===== src/rtl/itaf_pkg.sv =====
// Shared types, codes and constants for the integer to ASCII formatter.
// Holds the queue word layout, the back-end state encoding and the digit table.
// No dependencies.
package itaf_pkg;

  // Value width and digit storage (octal needs the most digits)
  localparam int unsigned VAL_W         = 64;
  localparam int unsigned NDIG          = 22;
  localparam int unsigned NDIG_W        = $clog2(NDIG + 1);
  localparam int unsigned CONV_W        = $clog2(VAL_W);
  localparam int unsigned FW_W          = 7;
  localparam int unsigned MAX_WIDTH_DEF = 64;
  localparam int unsigned QDEPTH        = 2;

  // ASCII codes
  localparam logic [7:0] CH_SPACE = 8'h20;
  localparam logic [7:0] CH_PLUS  = 8'h2B;
  localparam logic [7:0] CH_MINUS = 8'h2D;
  localparam logic [7:0] CH_ZERO  = 8'h30;
  localparam logic [7:0] CH_UA    = 8'h41;
  localparam logic [7:0] CH_LA    = 8'h61;
  localparam logic [7:0] CH_UX    = 8'h58;
  localparam logic [7:0] CH_LX    = 8'h78;

  typedef enum logic [2:0] {
    CMD_SDEC = 3'd0,
    CMD_UDEC = 3'd1,
    CMD_OCT  = 3'd2,
    CMD_HEXL = 3'd3,
    CMD_HEXU = 3'd4
  } cmd_t;

  typedef enum logic [1:0] {
    SIZE_32 = 2'd0,
    SIZE_16 = 2'd1,
    SIZE_64 = 2'd2
  } size_mode_t;

  typedef enum logic [1:0] {
    RADIX_DEC = 2'd0,
    RADIX_OCT = 2'd1,
    RADIX_HEX = 2'd2
  } radix_t;

  typedef enum logic [2:0] {
    ST_IDLE = 3'd0,
    ST_CONV = 3'd1,
    ST_NORM = 3'd2,
    ST_PLAN = 3'd3,
    ST_EMIT = 3'd4
  } state_t;

  // One classified word as it travels from front to back
  typedef struct packed {
    logic [VAL_W-1:0]    mag;
    radix_t              radix;
    logic                upper;
    logic [1:0]          npre;
    logic [2:0][7:0]     pre;
    logic                left;
    logic                zero;
    logic [FW_W-1:0]     width;
  } itaf_item_t;

  // Map a digit value to its ASCII character
  function automatic logic [7:0] digit_char(input logic [3:0] d, input logic upper);
    logic [7:0] base;
    begin
      base = upper ? CH_UA : CH_LA;
      if (d < 4'd10) begin
        return CH_ZERO + 8'(d);
      end else begin
        return base + 8'(d) - 8'd10;
      end
    end
  endfunction

endpackage


===== src/rtl/integer_to_ascii_formatter_core.sv =====
// Top level of the integer to ASCII formatter: front end, queue and back end.
// Depends on itaf_pkg, itaf_front, itaf_queue and itaf_back.
//
// Formats one integer per input word as a printf-style field (signed or unsigned
// decimal, octal, lower or upper hex, with plus, blank, zero, alt and left flags and a
// minimum width) and sends it out one ASCII character per word, the last marked by
// out_last_char. Per field, the back end takes the word from the queue, converts a
// decimal value with the shift and add-3 converter (octal and hex skip it), strips
// leading zeros one digit at a time, lays out the field and then emits one character
// per cycle while the output is not stalled; the field holds max(width, length)
// characters, with width saturated at MAX_WIDTH. A two-word queue lets the input
// accept up to two further words while a field is being emitted. No clearing pass
// is needed after reset.
module integer_to_ascii_formatter_core #(
  parameter int unsigned MAX_WIDTH = itaf_pkg::MAX_WIDTH_DEF
) (
  input  logic        clk,
  input  logic        rst_n,
  input  logic        in_valid,
  output logic        in_stall,
  input  logic [63:0] in_value,
  input  logic [2:0]  in_cmd,
  input  logic [1:0]  in_size_mode,
  input  logic        in_flag_left,
  input  logic        in_flag_plus,
  input  logic        in_flag_blank,
  input  logic        in_flag_zero,
  input  logic        in_flag_alt,
  input  logic [6:0]  in_field_width,
  output logic        out_valid,
  input  logic        out_stall,
  output logic [7:0]  out_char,
  output logic        out_last_char
);
  import itaf_pkg::*;

  logic       q_full;
  logic       q_empty;
  logic       push;
  logic       pop;
  itaf_item_t push_item;
  itaf_item_t pop_item;

  itaf_front #(
    .MAX_WIDTH (MAX_WIDTH)
  ) u_front (
    .in_valid       (in_valid),
    .in_stall       (in_stall),
    .in_value       (in_value),
    .in_cmd         (in_cmd),
    .in_size_mode   (in_size_mode),
    .in_flag_left   (in_flag_left),
    .in_flag_plus   (in_flag_plus),
    .in_flag_blank  (in_flag_blank),
    .in_flag_zero   (in_flag_zero),
    .in_flag_alt    (in_flag_alt),
    .in_field_width (in_field_width),
    .q_full         (q_full),
    .push           (push),
    .push_item      (push_item)
  );

  itaf_queue u_queue (
    .clk       (clk),
    .rst_n     (rst_n),
    .push      (push),
    .push_item (push_item),
    .pop       (pop),
    .pop_item  (pop_item),
    .full      (q_full),
    .empty     (q_empty)
  );

  itaf_back u_back (
    .clk           (clk),
    .rst_n         (rst_n),
    .q_empty       (q_empty),
    .q_item        (pop_item),
    .pop           (pop),
    .out_valid     (out_valid),
    .out_stall     (out_stall),
    .out_char      (out_char),
    .out_last_char (out_last_char)
  );

endmodule


===== src/rtl/itaf_front.sv =====
// Front end of the formatter: accepts input words and classifies them.
// Produces sign, magnitude, radix and prefix for the queue. Uses itaf_pkg.
module itaf_front #(
  parameter int unsigned MAX_WIDTH = itaf_pkg::MAX_WIDTH_DEF
) (
  input  logic                      in_valid,
  output logic                      in_stall,
  input  logic [63:0]               in_value,
  input  logic [2:0]                in_cmd,
  input  logic [1:0]                in_size_mode,
  input  logic                      in_flag_left,
  input  logic                      in_flag_plus,
  input  logic                      in_flag_blank,
  input  logic                      in_flag_zero,
  input  logic                      in_flag_alt,
  input  logic [6:0]                in_field_width,
  input  logic                      q_full,
  output logic                      push,
  output itaf_pkg::itaf_item_t      push_item
);
  import itaf_pkg::*;

  localparam logic [FW_W:0] WMAX = (FW_W + 1)'(MAX_WIDTH);

  logic [VAL_W-1:0] masked;
  logic [VAL_W-1:0] mag;
  logic [7:0]       sign_ch;
  logic             has_sign;
  radix_t           radix;
  logic             upper;
  logic [1:0]       alt_n;
  logic [7:0]       alt_x;

  // Stall only on a full queue
  assign in_stall = q_full;
  assign push     = in_valid & ~q_full;

  // Cut the value to the selected size
  always_comb begin
    unique case (size_mode_t'(in_size_mode))
      SIZE_32: masked = {32'h0, in_value[31:0]};
      SIZE_16: masked = {48'h0, in_value[15:0]};
      default: masked = in_value;
    endcase
  end

  // Decode the conversion: radix, case and sign
  always_comb begin
    mag      = masked;
    radix    = RADIX_DEC;
    upper    = 1'b0;
    has_sign = in_flag_plus | in_flag_blank;
    sign_ch  = in_flag_plus ? CH_PLUS : CH_SPACE;
    unique case (cmd_t'(in_cmd))
      CMD_SDEC: begin
        if (masked[VAL_W-1]) begin
          mag      = VAL_W'(0) - masked;
          has_sign = 1'b1;
          sign_ch  = CH_MINUS;
        end
      end
      CMD_OCT:  radix = RADIX_OCT;
      CMD_HEXL: radix = RADIX_HEX;
      CMD_HEXU: begin
        radix = RADIX_HEX;
        upper = 1'b1;
      end
      default:  radix = RADIX_DEC;
    endcase
  end

  // Assemble the prefix and saturate the width
  always_comb begin
    alt_x = upper ? CH_UX : CH_LX;
    alt_n = 2'd0;
    if (in_flag_alt && radix == RADIX_OCT) begin
      alt_n = 2'd1;
    end else if (in_flag_alt && radix == RADIX_HEX) begin
      alt_n = 2'd2;
    end
    push_item.mag   = mag;
    push_item.radix = radix;
    push_item.upper = upper;
    push_item.left  = in_flag_left;
    push_item.zero  = in_flag_zero;
    if (has_sign) begin
      push_item.pre[0] = sign_ch;
      push_item.pre[1] = CH_ZERO;
      push_item.pre[2] = alt_x;
      push_item.npre   = alt_n + 2'd1;
    end else begin
      push_item.pre[0] = CH_ZERO;
      push_item.pre[1] = alt_x;
      push_item.pre[2] = CH_SPACE;
      push_item.npre   = alt_n;
    end
    if ({1'b0, in_field_width} > WMAX) begin
      push_item.width = WMAX[FW_W-1:0];
    end else begin
      push_item.width = in_field_width;
    end
  end

endmodule


===== src/rtl/itaf_queue.sv =====
// Two-entry queue that decouples the front end from the back end.
// Carries itaf_pkg::itaf_item_t words. Uses itaf_pkg.
module itaf_queue (
  input  logic                  clk,
  input  logic                  rst_n,
  input  logic                  push,
  input  itaf_pkg::itaf_item_t  push_item,
  input  logic                  pop,
  output itaf_pkg::itaf_item_t  pop_item,
  output logic                  full,
  output logic                  empty
);
  import itaf_pkg::*;

  localparam int unsigned PTR_W = (QDEPTH > 1) ? $clog2(QDEPTH) : 1;
  localparam int unsigned CNT_W = $clog2(QDEPTH + 1);

  itaf_item_t       slot_r [QDEPTH];
  logic [PTR_W-1:0] wr_ptr_r, wr_ptr_nxt;
  logic [PTR_W-1:0] rd_ptr_r, rd_ptr_nxt;
  logic [CNT_W-1:0] cnt_r, cnt_nxt;

  assign full     = (cnt_r == CNT_W'(QDEPTH));
  assign empty    = (cnt_r == '0);
  assign pop_item = slot_r[rd_ptr_r];

  // Advance pointers and fill count
  always_comb begin
    wr_ptr_nxt = wr_ptr_r;
    rd_ptr_nxt = rd_ptr_r;
    cnt_nxt    = cnt_r;
    if (push) begin
      wr_ptr_nxt = (wr_ptr_r == PTR_W'(QDEPTH - 1)) ? '0 : wr_ptr_r + PTR_W'(1);
    end
    if (pop) begin
      rd_ptr_nxt = (rd_ptr_r == PTR_W'(QDEPTH - 1)) ? '0 : rd_ptr_r + PTR_W'(1);
    end
    if (push && !pop) begin
      cnt_nxt = cnt_r + CNT_W'(1);
    end else if (pop && !push) begin
      cnt_nxt = cnt_r - CNT_W'(1);
    end
  end

  always_ff @(posedge clk) begin
    if (!rst_n) begin
      wr_ptr_r <= '0;
      rd_ptr_r <= '0;
      cnt_r    <= '0;
    end else begin
      wr_ptr_r <= wr_ptr_nxt;
      rd_ptr_r <= rd_ptr_nxt;
      cnt_r    <= cnt_nxt;
    end
  end

  // Write the payload slot
  always_ff @(posedge clk) begin
    if (push) begin
      slot_r[wr_ptr_r] <= push_item;
    end
  end

endmodule


===== src/rtl/itaf_back.sv =====
// Back end of the formatter: converts the magnitude to digits and emits characters.
// Shift-and-add-3 decimal conversion, leading zero strip, field layout, output register.
// Uses itaf_pkg.
module itaf_back (
  input  logic                  clk,
  input  logic                  rst_n,
  input  logic                  q_empty,
  input  itaf_pkg::itaf_item_t  q_item,
  output logic                  pop,
  output logic                  out_valid,
  input  logic                  out_stall,
  output logic [7:0]            out_char,
  output logic                  out_last_char
);
  import itaf_pkg::*;

  state_t                  state_r, state_nxt;
  itaf_item_t              item_r, item_nxt;
  logic [NDIG-1:0][3:0]    dig_r, dig_nxt;
  logic [VAL_W-1:0]        bin_r, bin_nxt;
  logic [CONV_W-1:0]       step_r, step_nxt;
  logic [NDIG_W-1:0]       ndig_r, ndig_nxt;
  logic [FW_W-1:0]         b1_r, b1_nxt, b2_r, b2_nxt, b3_r, b3_nxt;
  logic [FW_W-1:0]         b4_r, b4_nxt, bend_r, bend_nxt;
  logic [FW_W-1:0]         pos_r, pos_nxt;
  logic                    out_valid_r, out_valid_nxt;
  logic [7:0]              out_char_r, out_char_nxt;
  logic                    out_last_r, out_last_nxt;

  logic                    out_ld;
  logic                    top_zero;
  logic                    is_last;
  logic [NDIG-1:0][3:0]    corr;
  logic [NDIG*4+VAL_W:0]   sh;
  logic [NDIG-1:0][3:0]    load_dig;
  logic [NDIG*4-1:0]       mag_ext;
  logic [FW_W-1:0]         total;
  logic [FW_W-1:0]         pad;
  logic [1:0]              pre_idx;
  logic [7:0]              pre_ch;

  assign out_valid     = out_valid_r;
  assign out_char      = out_char_r;
  assign out_last_char = out_last_r;

  assign out_ld   = ~out_valid_r | ~out_stall;
  assign top_zero = (dig_r[NDIG-1] == 4'h0) && (ndig_r > NDIG_W'(1));
  assign is_last  = (pos_r == bend_r - FW_W'(1));
  assign pop      = (state_r == ST_IDLE) && !q_empty;

  // Next state
  always_comb begin
    state_nxt = state_r;
    unique case (state_r)
      ST_IDLE: begin
        if (!q_empty) begin
          state_nxt = (q_item.radix == RADIX_DEC) ? ST_CONV : ST_NORM;
        end
      end
      ST_CONV: begin
        if (step_r == CONV_W'(VAL_W - 1)) begin
          state_nxt = ST_NORM;
        end
      end
      ST_NORM: begin
        if (!top_zero) begin
          state_nxt = ST_PLAN;
        end
      end
      ST_PLAN: state_nxt = ST_EMIT;
      ST_EMIT: begin
        if (out_ld && is_last) begin
          state_nxt = ST_IDLE;
        end
      end
      default: state_nxt = ST_IDLE;
    endcase
  end

  // Correct each BCD digit before the shift
  always_comb begin
    for (int i = 0; i < NDIG; i++) begin
      corr[i] = (dig_r[i] >= 4'd5) ? dig_r[i] + 4'd3 : dig_r[i];
    end
    sh = {corr, bin_r, 1'b0};
  end

  // Split a binary magnitude straight into octal or hex digits
  always_comb begin
    mag_ext = {(NDIG*4-VAL_W)'(0), q_item.mag};
    for (int i = 0; i < NDIG; i++) begin
      if (q_item.radix == RADIX_OCT) begin
        load_dig[i] = {1'b0, mag_ext[3*i +: 3]};
      end else begin
        load_dig[i] = mag_ext[4*i +: 4];
      end
    end
  end

  // Field layout for the current word
  always_comb begin
    total = FW_W'(item_r.npre) + FW_W'(ndig_r);
    pad   = (item_r.width > total) ? item_r.width - total : '0;
  end

  // Pick the prefix character at the current position
  always_comb begin
    pre_idx = 2'(pos_r - b1_r);
    case (pre_idx)
      2'd0:    pre_ch = item_r.pre[0];
      2'd1:    pre_ch = item_r.pre[1];
      default: pre_ch = item_r.pre[2];
    endcase
  end

  // Datapath and output register
  always_comb begin
    item_nxt      = item_r;
    dig_nxt       = dig_r;
    bin_nxt       = bin_r;
    step_nxt      = step_r;
    ndig_nxt      = ndig_r;
    b1_nxt        = b1_r;
    b2_nxt        = b2_r;
    b3_nxt        = b3_r;
    b4_nxt        = b4_r;
    bend_nxt      = bend_r;
    pos_nxt       = pos_r;
    out_char_nxt  = out_char_r;
    out_last_nxt  = out_last_r;
    out_valid_nxt = out_valid_r & out_stall;
    unique case (state_r)
      ST_IDLE: begin
        item_nxt = q_item;
        bin_nxt  = q_item.mag;
        step_nxt = '0;
        ndig_nxt = NDIG_W'(NDIG);
        dig_nxt  = (q_item.radix == RADIX_DEC) ? '0 : load_dig;
      end
      ST_CONV: begin
        {dig_nxt, bin_nxt} = sh[NDIG*4+VAL_W-1:0];
        step_nxt = step_r + CONV_W'(1);
      end
      ST_NORM: begin
        // Drop one leading zero digit, keep at least one
        if (top_zero) begin
          dig_nxt  = {dig_r[NDIG-2:0], 4'h0};
          ndig_nxt = ndig_r - NDIG_W'(1);
        end
      end
      ST_PLAN: begin
        b1_nxt   = (!item_r.left && !item_r.zero) ? pad : '0;
        b2_nxt   = b1_nxt + FW_W'(item_r.npre);
        b3_nxt   = b2_nxt + ((!item_r.left && item_r.zero) ? pad : '0);
        b4_nxt   = b3_nxt + FW_W'(ndig_r);
        bend_nxt = b4_nxt + (item_r.left ? pad : '0);
        pos_nxt  = '0;
      end
      ST_EMIT: begin
        if (out_ld) begin
          out_valid_nxt = 1'b1;
          out_last_nxt  = is_last;
          pos_nxt       = pos_r + FW_W'(1);
          if (pos_r < b1_r) begin
            out_char_nxt = CH_SPACE;
          end else if (pos_r < b2_r) begin
            out_char_nxt = pre_ch;
          end else if (pos_r < b3_r) begin
            out_char_nxt = CH_ZERO;
          end else if (pos_r < b4_r) begin
            out_char_nxt = digit_char(dig_r[NDIG-1], item_r.upper);
            dig_nxt      = {dig_r[NDIG-2:0], 4'h0};
          end else begin
            out_char_nxt = CH_SPACE;
          end
        end
      end
      default: begin
      end
    endcase
  end

  always_ff @(posedge clk) begin
    if (!rst_n) begin
      state_r     <= ST_IDLE;
      out_valid_r <= 1'b0;
    end else begin
      state_r     <= state_nxt;
      out_valid_r <= out_valid_nxt;
    end
  end

  // Hold payload and work registers
  always_ff @(posedge clk) begin
    item_r     <= item_nxt;
    dig_r      <= dig_nxt;
    bin_r      <= bin_nxt;
    step_r     <= step_nxt;
    ndig_r     <= ndig_nxt;
    b1_r       <= b1_nxt;
    b2_r       <= b2_nxt;
    b3_r       <= b3_nxt;
    b4_r       <= b4_nxt;
    bend_r     <= bend_nxt;
    pos_r      <= pos_nxt;
    out_char_r <= out_char_nxt;
    out_last_r <= out_last_nxt;
  end

endmodule


===== config.mk =====
export PLATFORM = sky130hd
export DESIGN_NAME = integer_to_ascii_formatter_core
export DESIGN_NICKNAME = d
export VERILOG_FILES = /design/src/rtl/itaf_pkg.sv /design/src/rtl/integer_to_ascii_formatter_core.sv /design/src/rtl/itaf_front.sv /design/src/rtl/itaf_queue.sv /design/src/rtl/itaf_back.sv
export SDC_FILE = /design/constraint.sdc
export NUM_CORES = 1
export LEC_CHECK = 0
export ABC_AREA = 1
export ABC_CLOCK_PERIOD_IN_PS = 9120
export BUFFER_PORTS_ARGS = -buffer_cell sky130_fd_sc_hd__buf_2
export CAP_MARGIN = 20
export CORE_MARGIN = 8
export CORE_UTILIZATION = 40
export CTS_CLUSTER_DIAMETER = 60
export DETAILED_ROUTE_END_ITERATION = 6
export PLACE_DENSITY = 0.64
export SLEW_MARGIN = 5
export SYNTH_ARGS = -nofsm -noshare
export SYNTH_HDL_FRONTEND = slang
export SYNTH_SLANG_ARGS = --single-unit

===== constraint.sdc =====
create_clock -name clk -period 9.12 [get_ports clk]
set_input_delay 0.912 -clock clk [delete_from_list [all_inputs] [get_ports clk]]
set_output_delay 0.912 -clock clk [all_outputs]
set_load 0.01 [all_outputs]

## Yosys cells after proc, flatten, opt, wreduce, memory -nomap -nowiden

Memory sizes are Yosys's and may differ from the RTL's. A register that Yosys moved wholly into a read port is not among the register bits.
Index checks and enable logic that the tools add are counted.

| cells by class | value |
|---|---|
| bitwise operators | 7 |
| add/sub/neg operators | 42 |
| order comparisons | 30 |
| muxes and demuxes | 99 |
| reductions and logical operators | 32 |
| equality and inequality tests | 25 |

Operators by type and width:

| cell | count |
|---|---|
| $mux W88 | 6 |
| $pmux W88 S4 | 1 |
| $pmux W64 S2 | 2 |
| $mux W4 | 38 |
| $mux W64 | 2 |
| $ge A4 B3 Y1 const B | 22 |
| $mux W85 | 1 |
| $add A4 B2 Y4 const B | 21 |
| $sub A1 B64 Y64 const A | 1 |
| $mux W8 | 6 |
| $mux W7 | 6 |
| $mux W3 | 10 |
| $lt A7 B7 Y1 | 4 |
| $mux W26 | 1 |
| $pmux W8 S2 | 1 |
| $pmux W3 S5 | 1 |
| $add A7 B7 Y7 | 2 |
| $pmux W7 S2 | 1 |
| $eq A3 B2 Y1 const B | 4 |
| $mux W1 | 12 |
| $mux W6 | 2 |
| $pmux W6 S2 | 1 |
| $mux W2 | 5 |
| $ne A2 B1 Y1 const B | 5 |
| 44 further kinds | 80 |

| word-level totals | value |
|---|---|
| output and inout bits | 11 |
| word-level logic and storage cells | 282 |
| input port bits | 85 |
| RAM bits | 204 |
| memories | 1 |
| flip-flop bits (word level) | 258 |

Memories:

| memory | words | width | read ports | clocked after Yosys merged registers in | write ports | line | RTL |
|---|---|---|---|---|---|---|---|
| u_queue.slot_r | 2 | 102 | 1 | 1 | 1 | itaf_queue.sv:18 | `itaf_item_t slot_r [QDEPTH];` |

## Longest topological paths before layout

| logic depth | value |
|---|---|
| depth in word-level cells | 9 |
| mapped depth | 37 |
| gate-level depth less buffers | 37 |

## Hierarchy

From an unflattened synthesis, not the netlist that was laid out.

| second synthesis, totals | value |
|---|---|
| cell total of the unflattened synthesis | 2589 |
| area, all modules | 26071.3 µm² |

Modules (own cells, without submodules):

| module | area each (µm²) | cells an instance | seq. area each (µm²) | times used |
|---|---|---|---|---|
| itaf_back | 15125.8 | 1631 | 7587.3 | 1 |
| itaf_queue | 7910.1 | 352 | 6226.0 | 1 |
| itaf_front | 3035.4 | 606 | 0.0 | 1 |

## Worst setup path after synthesis

Ideal clock, no wire load.

| path | value |
|---|---|
| path kind | flip-flop to flip-flop |
| start point | reg u_back.state_r[0] |
| end point | reg u_back.dig_r[0] (netlist bit) (enable) |
| path buffers | 0 |
| slack | 0.913 ns |
| stages on the path, launching flop included | 8 |
| library setup time | 0.563 ns |
| clock period less this slack | 8.207 ns |
| required time | 8.557 ns |
| arrival | 7.644 ns |
| cell sequence | dfxtp_1 > nor2_1 > inv_1 > nor2_1 > inv_1 > nand2_1 > o21ai_0 > a21oi_1 |

| on the way | value |
|---|---|
| word-level cells in the longest chain between the ends | 3 |
| elaborated cells on any way between the ends | 12 |
| those cells by class | eq/ne: 9; reduce/logical: 3 |

RTL lines:

| what | line | RTL |
|---|---|---|
| start, declared | itaf_back.sv:17 | `state_t state_r, state_nxt;` |
| start signal, assigned | itaf_back.sv:188 | `state_r <= state_nxt;` |
| $eq A3 B3 Y1 (tied with other cells) | itaf_back.sv:132 | `unique case (state_r)` |
| $ne A2 B2 Y1 (no source line) (tied with other cells) | n/a |  |
| $reduce_and A7 Y1 (no source line) * | n/a |  |
| end signal, assigned | itaf_back.sv:196 | `dig_r <= dig_nxt;` |
| end, declared | itaf_back.sv:19 | `logic [NDIG-1:0][3:0] dig_r, dig_nxt;` |

Mark *: on every way between the ends. The rest lies on a longest branch, timed or not.
A chain may end at the register's enable or synchronous reset.

## Worst setup path in the final report

| path | value |
|---|---|
| start point | reg u_back.ndig_r[0] |
| end point | reg u_back.bend_r[6] (data pin) |

| on the way | value |
|---|---|
| word-level cells in the longest chain between the ends | 8 |
| elaborated cells on any way between the ends | 11 |
| those cells by class | add/sub: 6; order compare: 1; mux: 4 |

RTL lines:

| what | line | RTL |
|---|---|---|
| start, declared | itaf_back.sv:22 | `logic [NDIG_W-1:0] ndig_r, ndig_nxt;` |
| start signal, assigned | itaf_back.sv:199 | `ndig_r <= ndig_nxt;` |
| $add A2 B5 Y6 | itaf_back.sv:102 | `total = FW_W'(item_r.npre) + FW_W'(ndig_r);` |
| $sub A7 B7 Y7 / $gt A7 B7 Y1 (equally long branches) | itaf_back.sv:103 | `pad = (item_r.width > total) ? item_r.width - total : '0;` |
| $mux W7 | itaf_back.sv:103 |  |
| $mux W7 | itaf_back.sv:152 | `b1_nxt = (!item_r.left && !item_r.zero) ? pad : '0;` |
| $add A7 B2 Y7 | itaf_back.sv:153 | `b2_nxt = b1_nxt + FW_W'(item_r.npre);` |
| $add A7 B7 Y7 | itaf_back.sv:154 | `b3_nxt = b2_nxt + ((!item_r.left && item_r.zero) ? pad : '0);` |
| $add A7 B5 Y7 | itaf_back.sv:155 | `b4_nxt = b3_nxt + FW_W'(ndig_r);` |
| $add A7 B7 Y7 * | itaf_back.sv:156 | `bend_nxt = b4_nxt + (item_r.left ? pad : '0);` |
| end signal, assigned | itaf_back.sv:204 | `bend_r <= bend_nxt;` |
| end, declared | itaf_back.sv:24 | `logic [FW_W-1:0] b4_r, b4_nxt, bend_r, bend_nxt;` |

Marked as above.

==> metrics.md <==
| Metric | Value |
|---|---|
| CP Class | register to register |
| Worst R2R End | u_back.bend_r[6] |
| Seq. cell area | 0.0123 mm² |
| # port buffers | 94 |
| Setup crit start kind | register |
| CP required | 9.46 ns |
| Postcts setup bufs | 0 |
| RSZ-0062 raised after global routing | no |
| Synth warn | 0 |
| Via Count | 17900 |
| Dpl ws | 2.52 ns |
| Final worst slack | 2.48 ns |
| Fillers | 5542 |
| Routed WL | 58100 µm |
| Dpl cell area | 0.0247 mm² |
| Synthesized area | 0.0235 mm² |
| Sink Count | 411 |
| Final worst-path cycle share | 0.728 |
| CTS hold repair buffers | 0 |
| Worst-case register-to-register setup slack | 2.48 ns |
| Slew Limit Fails | 0 |
| Area delta synth->final | 12.3% |
| Most frequent cells in the layout | nand2_1, edfxtp_1, inv_1 |
| Flop pwr share | 0.343 |
| Clk network pwr share | 0.191 |
| Initial antenna violation count | 0 |
| Die area | 0.0667 mm² |
| Post-synth cell types | 52 |
| DIE HEIGHT | 258 µm |
| Worst slew margin | 0.316 |
| Switching share of power | 0.421 |
| Worst R2R Path Depth | 35 |
| Status | finished, violations left |
| Gate Count Post-Synth | 2561 |
| CTS tree | done |
| Vias in the first global route | 17700 |
| Remaining DRCs | 3 |
| Worst Setup SP | u_back.ndig_r[0] |
| Global-route wire length before repair | 92200 µm |
| GP Congestion | 0.886 |
| Worst vdd ir | 0.000317 V |
| GRT overflow | 0 |
| Seq/Total Area, Yosys | 0.522 |
| CTS root buf | clkbuf_16 |
| Htree depth | 2 |
| Hold crit path type | register to register |
| Clock tree buffer depth | 3 |
| Pin count of the biggest net entering global routing | 91 |
| Failing checks | design-rule violations |
| Total GRT Usage | 0.168 |
| Layout Nets | 2836 |
| Power Dens Cells | 395 mW/mm² |
| Final Non-Filler Cells | 3453 |
| Final Cell Area | 0.0264 mm² |
| Worst EP arrival | 6.98 ns |
| Dpl cells | 3366 |
| Die W | 258 µm |
| Switch Pwr | 4.39 mW |
| Crit path to | u_back.bend_r[6] |
| Antenna viol nets, final | 0 |
| Core ar. | 0.0586 mm² |
| Leak | 11.2 nW |
| Drt first pass iters | 7 |
| Combinational power share | 0.466 |
| Period minus WS final | 6.64 ns |
| Final setup fails | 0 |
| Setup Skew | 0.0224 ns |
| Ports | 96 |
| Final TNS setup | 0 ns |
| Max-cap violation count | 0 |
| Most common cell after layout, fill and taps aside | nand2_1 |
| Number of synthesized flops with an enable pin | 402 |
| Max FO, Critical Path | 8 |
| Avg Cell Area, Syn | 9.17 µm² |
| PostCTS Resize Cnt | 0 |
| Initial DRC count | 1608 |
| Pint | 6.04 mW |
| Mapped Nets | 2755 |
| Ant. Diodes | 0 |
| Critical Path Slowest Stage Cell | edfxtp_1 |
| Worst r2r src | u_back.ndig_r[0] |
| Endpoints failing hold | 0 |
| Total CTS buffers | 47 |
| # rows | 89 |
| Area of the multi-input gates | 0.00947 mm² |
| Worst-path clk slew | 0.06 ns |
| Wire per inst | 16.8 µm |
| Fmax | 151 MHz |
| Worst-margin pin slew | 1.02 ns |
| Most used flip-flop cell after synthesis | edfxtp_1 |
| Share of layout cells above drive strength 1 | 0.0970 |
| Setup crit end kind | register |
| Asr flop ratio synth | 0 |
| Slowest stage delay, CP | 0.46 ns |
| Worst skew pair latency | 0.59 ns |
| Final core utilization | 0.450 |
| Initial Util | 0.401 |
| Routed vias/inst | 5.18 |
| Register bit total from synthesis | 411 |
| Post-DP HPWL | 40900 µm |
## Yosys cell counts, types with 4 or more instances
| cell | instances | area (µm²) |
|---|---|---|
| nor3_2 | 5 | 50.1 |
| buf_2 | 16 | 80.1 |
| o22ai_1 | 31 | 194 |
| xnor2_1 | 25 | 219 |
| or2_2 | 15 | 93.8 |
| buf_4 | 5 | 37.5 |
| o41ai_1 | 5 | 43.8 |
| nand2_1 | 579 | 2170 |
| xor2_1 | 81 | 709 |
| edfxtp_1 | 402 | 12100 |
| o21ai_0 | 183 | 916 |
| nand3_1 | 96 | 480 |
| buf_6 | 4 | 45.0 |
| inv_2 | 11 | 41.3 |
| a21oi_1 | 96 | 480 |
| nor3b_1 | 4 | 30.0 |
| nor2_1 | 214 | 803 |
| buf_1 | 12 | 45.0 |
| o31ai_1 | 10 | 75.1 |
| nor2_4 | 8 | 90.1 |
| nor2_2 | 13 | 81.3 |
| o21ai_2 | 4 | 35.0 |
| fa_1 | 6 | 120 |
| nor4_1 | 4 | 25.0 |
| clkbuf_1 | 42 | 158 |
| a22oi_1 | 11 | 82.6 |
| o211ai_1 | 45 | 338 |
| o221ai_1 | 32 | 280 |
| nand4_1 | 26 | 163 |
| a31oi_1 | 19 | 119 |
| nor3_1 | 15 | 75.1 |
| nand2_2 | 6 | 37.5 |
| o21ai_1 | 7 | 35.0 |
| dfxtp_1 | 9 | 180 |
| inv_1 | 372 | 1400 |
| ha_1 | 103 | 1290 |
| mux2i_1 | 22 | 220 |
## how the worst min path moves through the flow
stage                                 to                 start  cells past startpoint  slack [ns]
global placement                register      u_queue.rd_ptr_r                      2        0.49
floorplan                       register      u_queue.rd_ptr_r                      2        0.47
finish                  u_back.item_r[0]  u_queue.slot_r[0][0]                      2        0.51
global route        u_queue.slot_r[1][7]          in_flag_zero                      1        0.49
detailed placement      u_back.bin_r[47]      u_back.bin_r[46]                      2        0.50
CTS                 u_queue.slot_r[1][7]          in_flag_zero                      1        0.48
## critical path: cells and delay by family (launching register included)
kind	cells	cell delay, ns
simple gates	12	1.28
compound gates	5	0.94
flops	1	0.46
xor+xnor	5	0.78
fa+ha+maj	8	2.63
buf+inv	5	0.31
## flip-flops by register name, indices dropped and copies added, names as in the netlist, named ones only
register / cells
u_queue.slot_r: 170
u_back.b3_r: 7
u_queue.rd_ptr_r: 1
u_back.state_r: 3
u_back.out_char: 7
u_back.b4_r: 7
u_back.b1_r: 7
u_back.b2_r: 7
u_back.out_last_char: 1
u_back.step_r: 6
u_back.bin_r: 64
u_back.item_r: 19
u_back.out_valid: 1
u_queue.cnt_r: 2
u_back.pos_r: 7
u_back.ndig_r: 5
u_queue.wr_ptr_r: 1
u_back.dig_r: 88
u_back.bend_r: 7
## cell families after synthesis
group	share of synthesized area
AOI/OAI and AO/OA	0.114
muxes	0.00938
adders and majority gates	0.0600
other	0.000160
DFF	0.522
and+or+nand+nor	0.178
xor gates and xnor gates	0.0395
buffers and inverters	0.0777
## stage by stage
stage,total power [mW],hold slack [ns]
3_3_place_gp,8.25,0.488
2_1_floorplan,7.18,0.472
3_5_place_dp,8.45,0.501
4_1_cts,10.5,0.479
5_1_grt,11.3,0.485
6_report,10.4,0.509
## metal layers
layer	part of all wire	track usage
met1	0.44	0.219
met2	0.48	0.285
met3	0.048	0.0230
met4	0.032	0.0630
met5	0	0
## area by class of cell
type	instances	share of cell area
clock inverters	29	0.0126
inverters	385	0.0548
repair buffers	112	0.0230
clock buffers	58	0.0496
well taps	773	0.0367
flip-flops and latches	411	0.464
multi-input cells	1685	0.359
## power by group through the flow
| stage | registers [mW] | clock network (mW) | logic [mW] |
|---|---|---|---|
| 2_1_floorplan | 3.54 | 0 | 3.64 |
| 3_3_place_gp | 3.58 | 0 | 4.67 |
| 3_5_place_dp | 3.60 | 0 | 4.85 |
| 4_1_cts | 3.57 | 2.03 | 4.88 |
| 5_1_grt | 3.64 | 2.11 | 5.51 |
| 6_report | 3.58 | 1.99 | 4.86 |
Note: power is estimated with default switching activity, not from simulation.
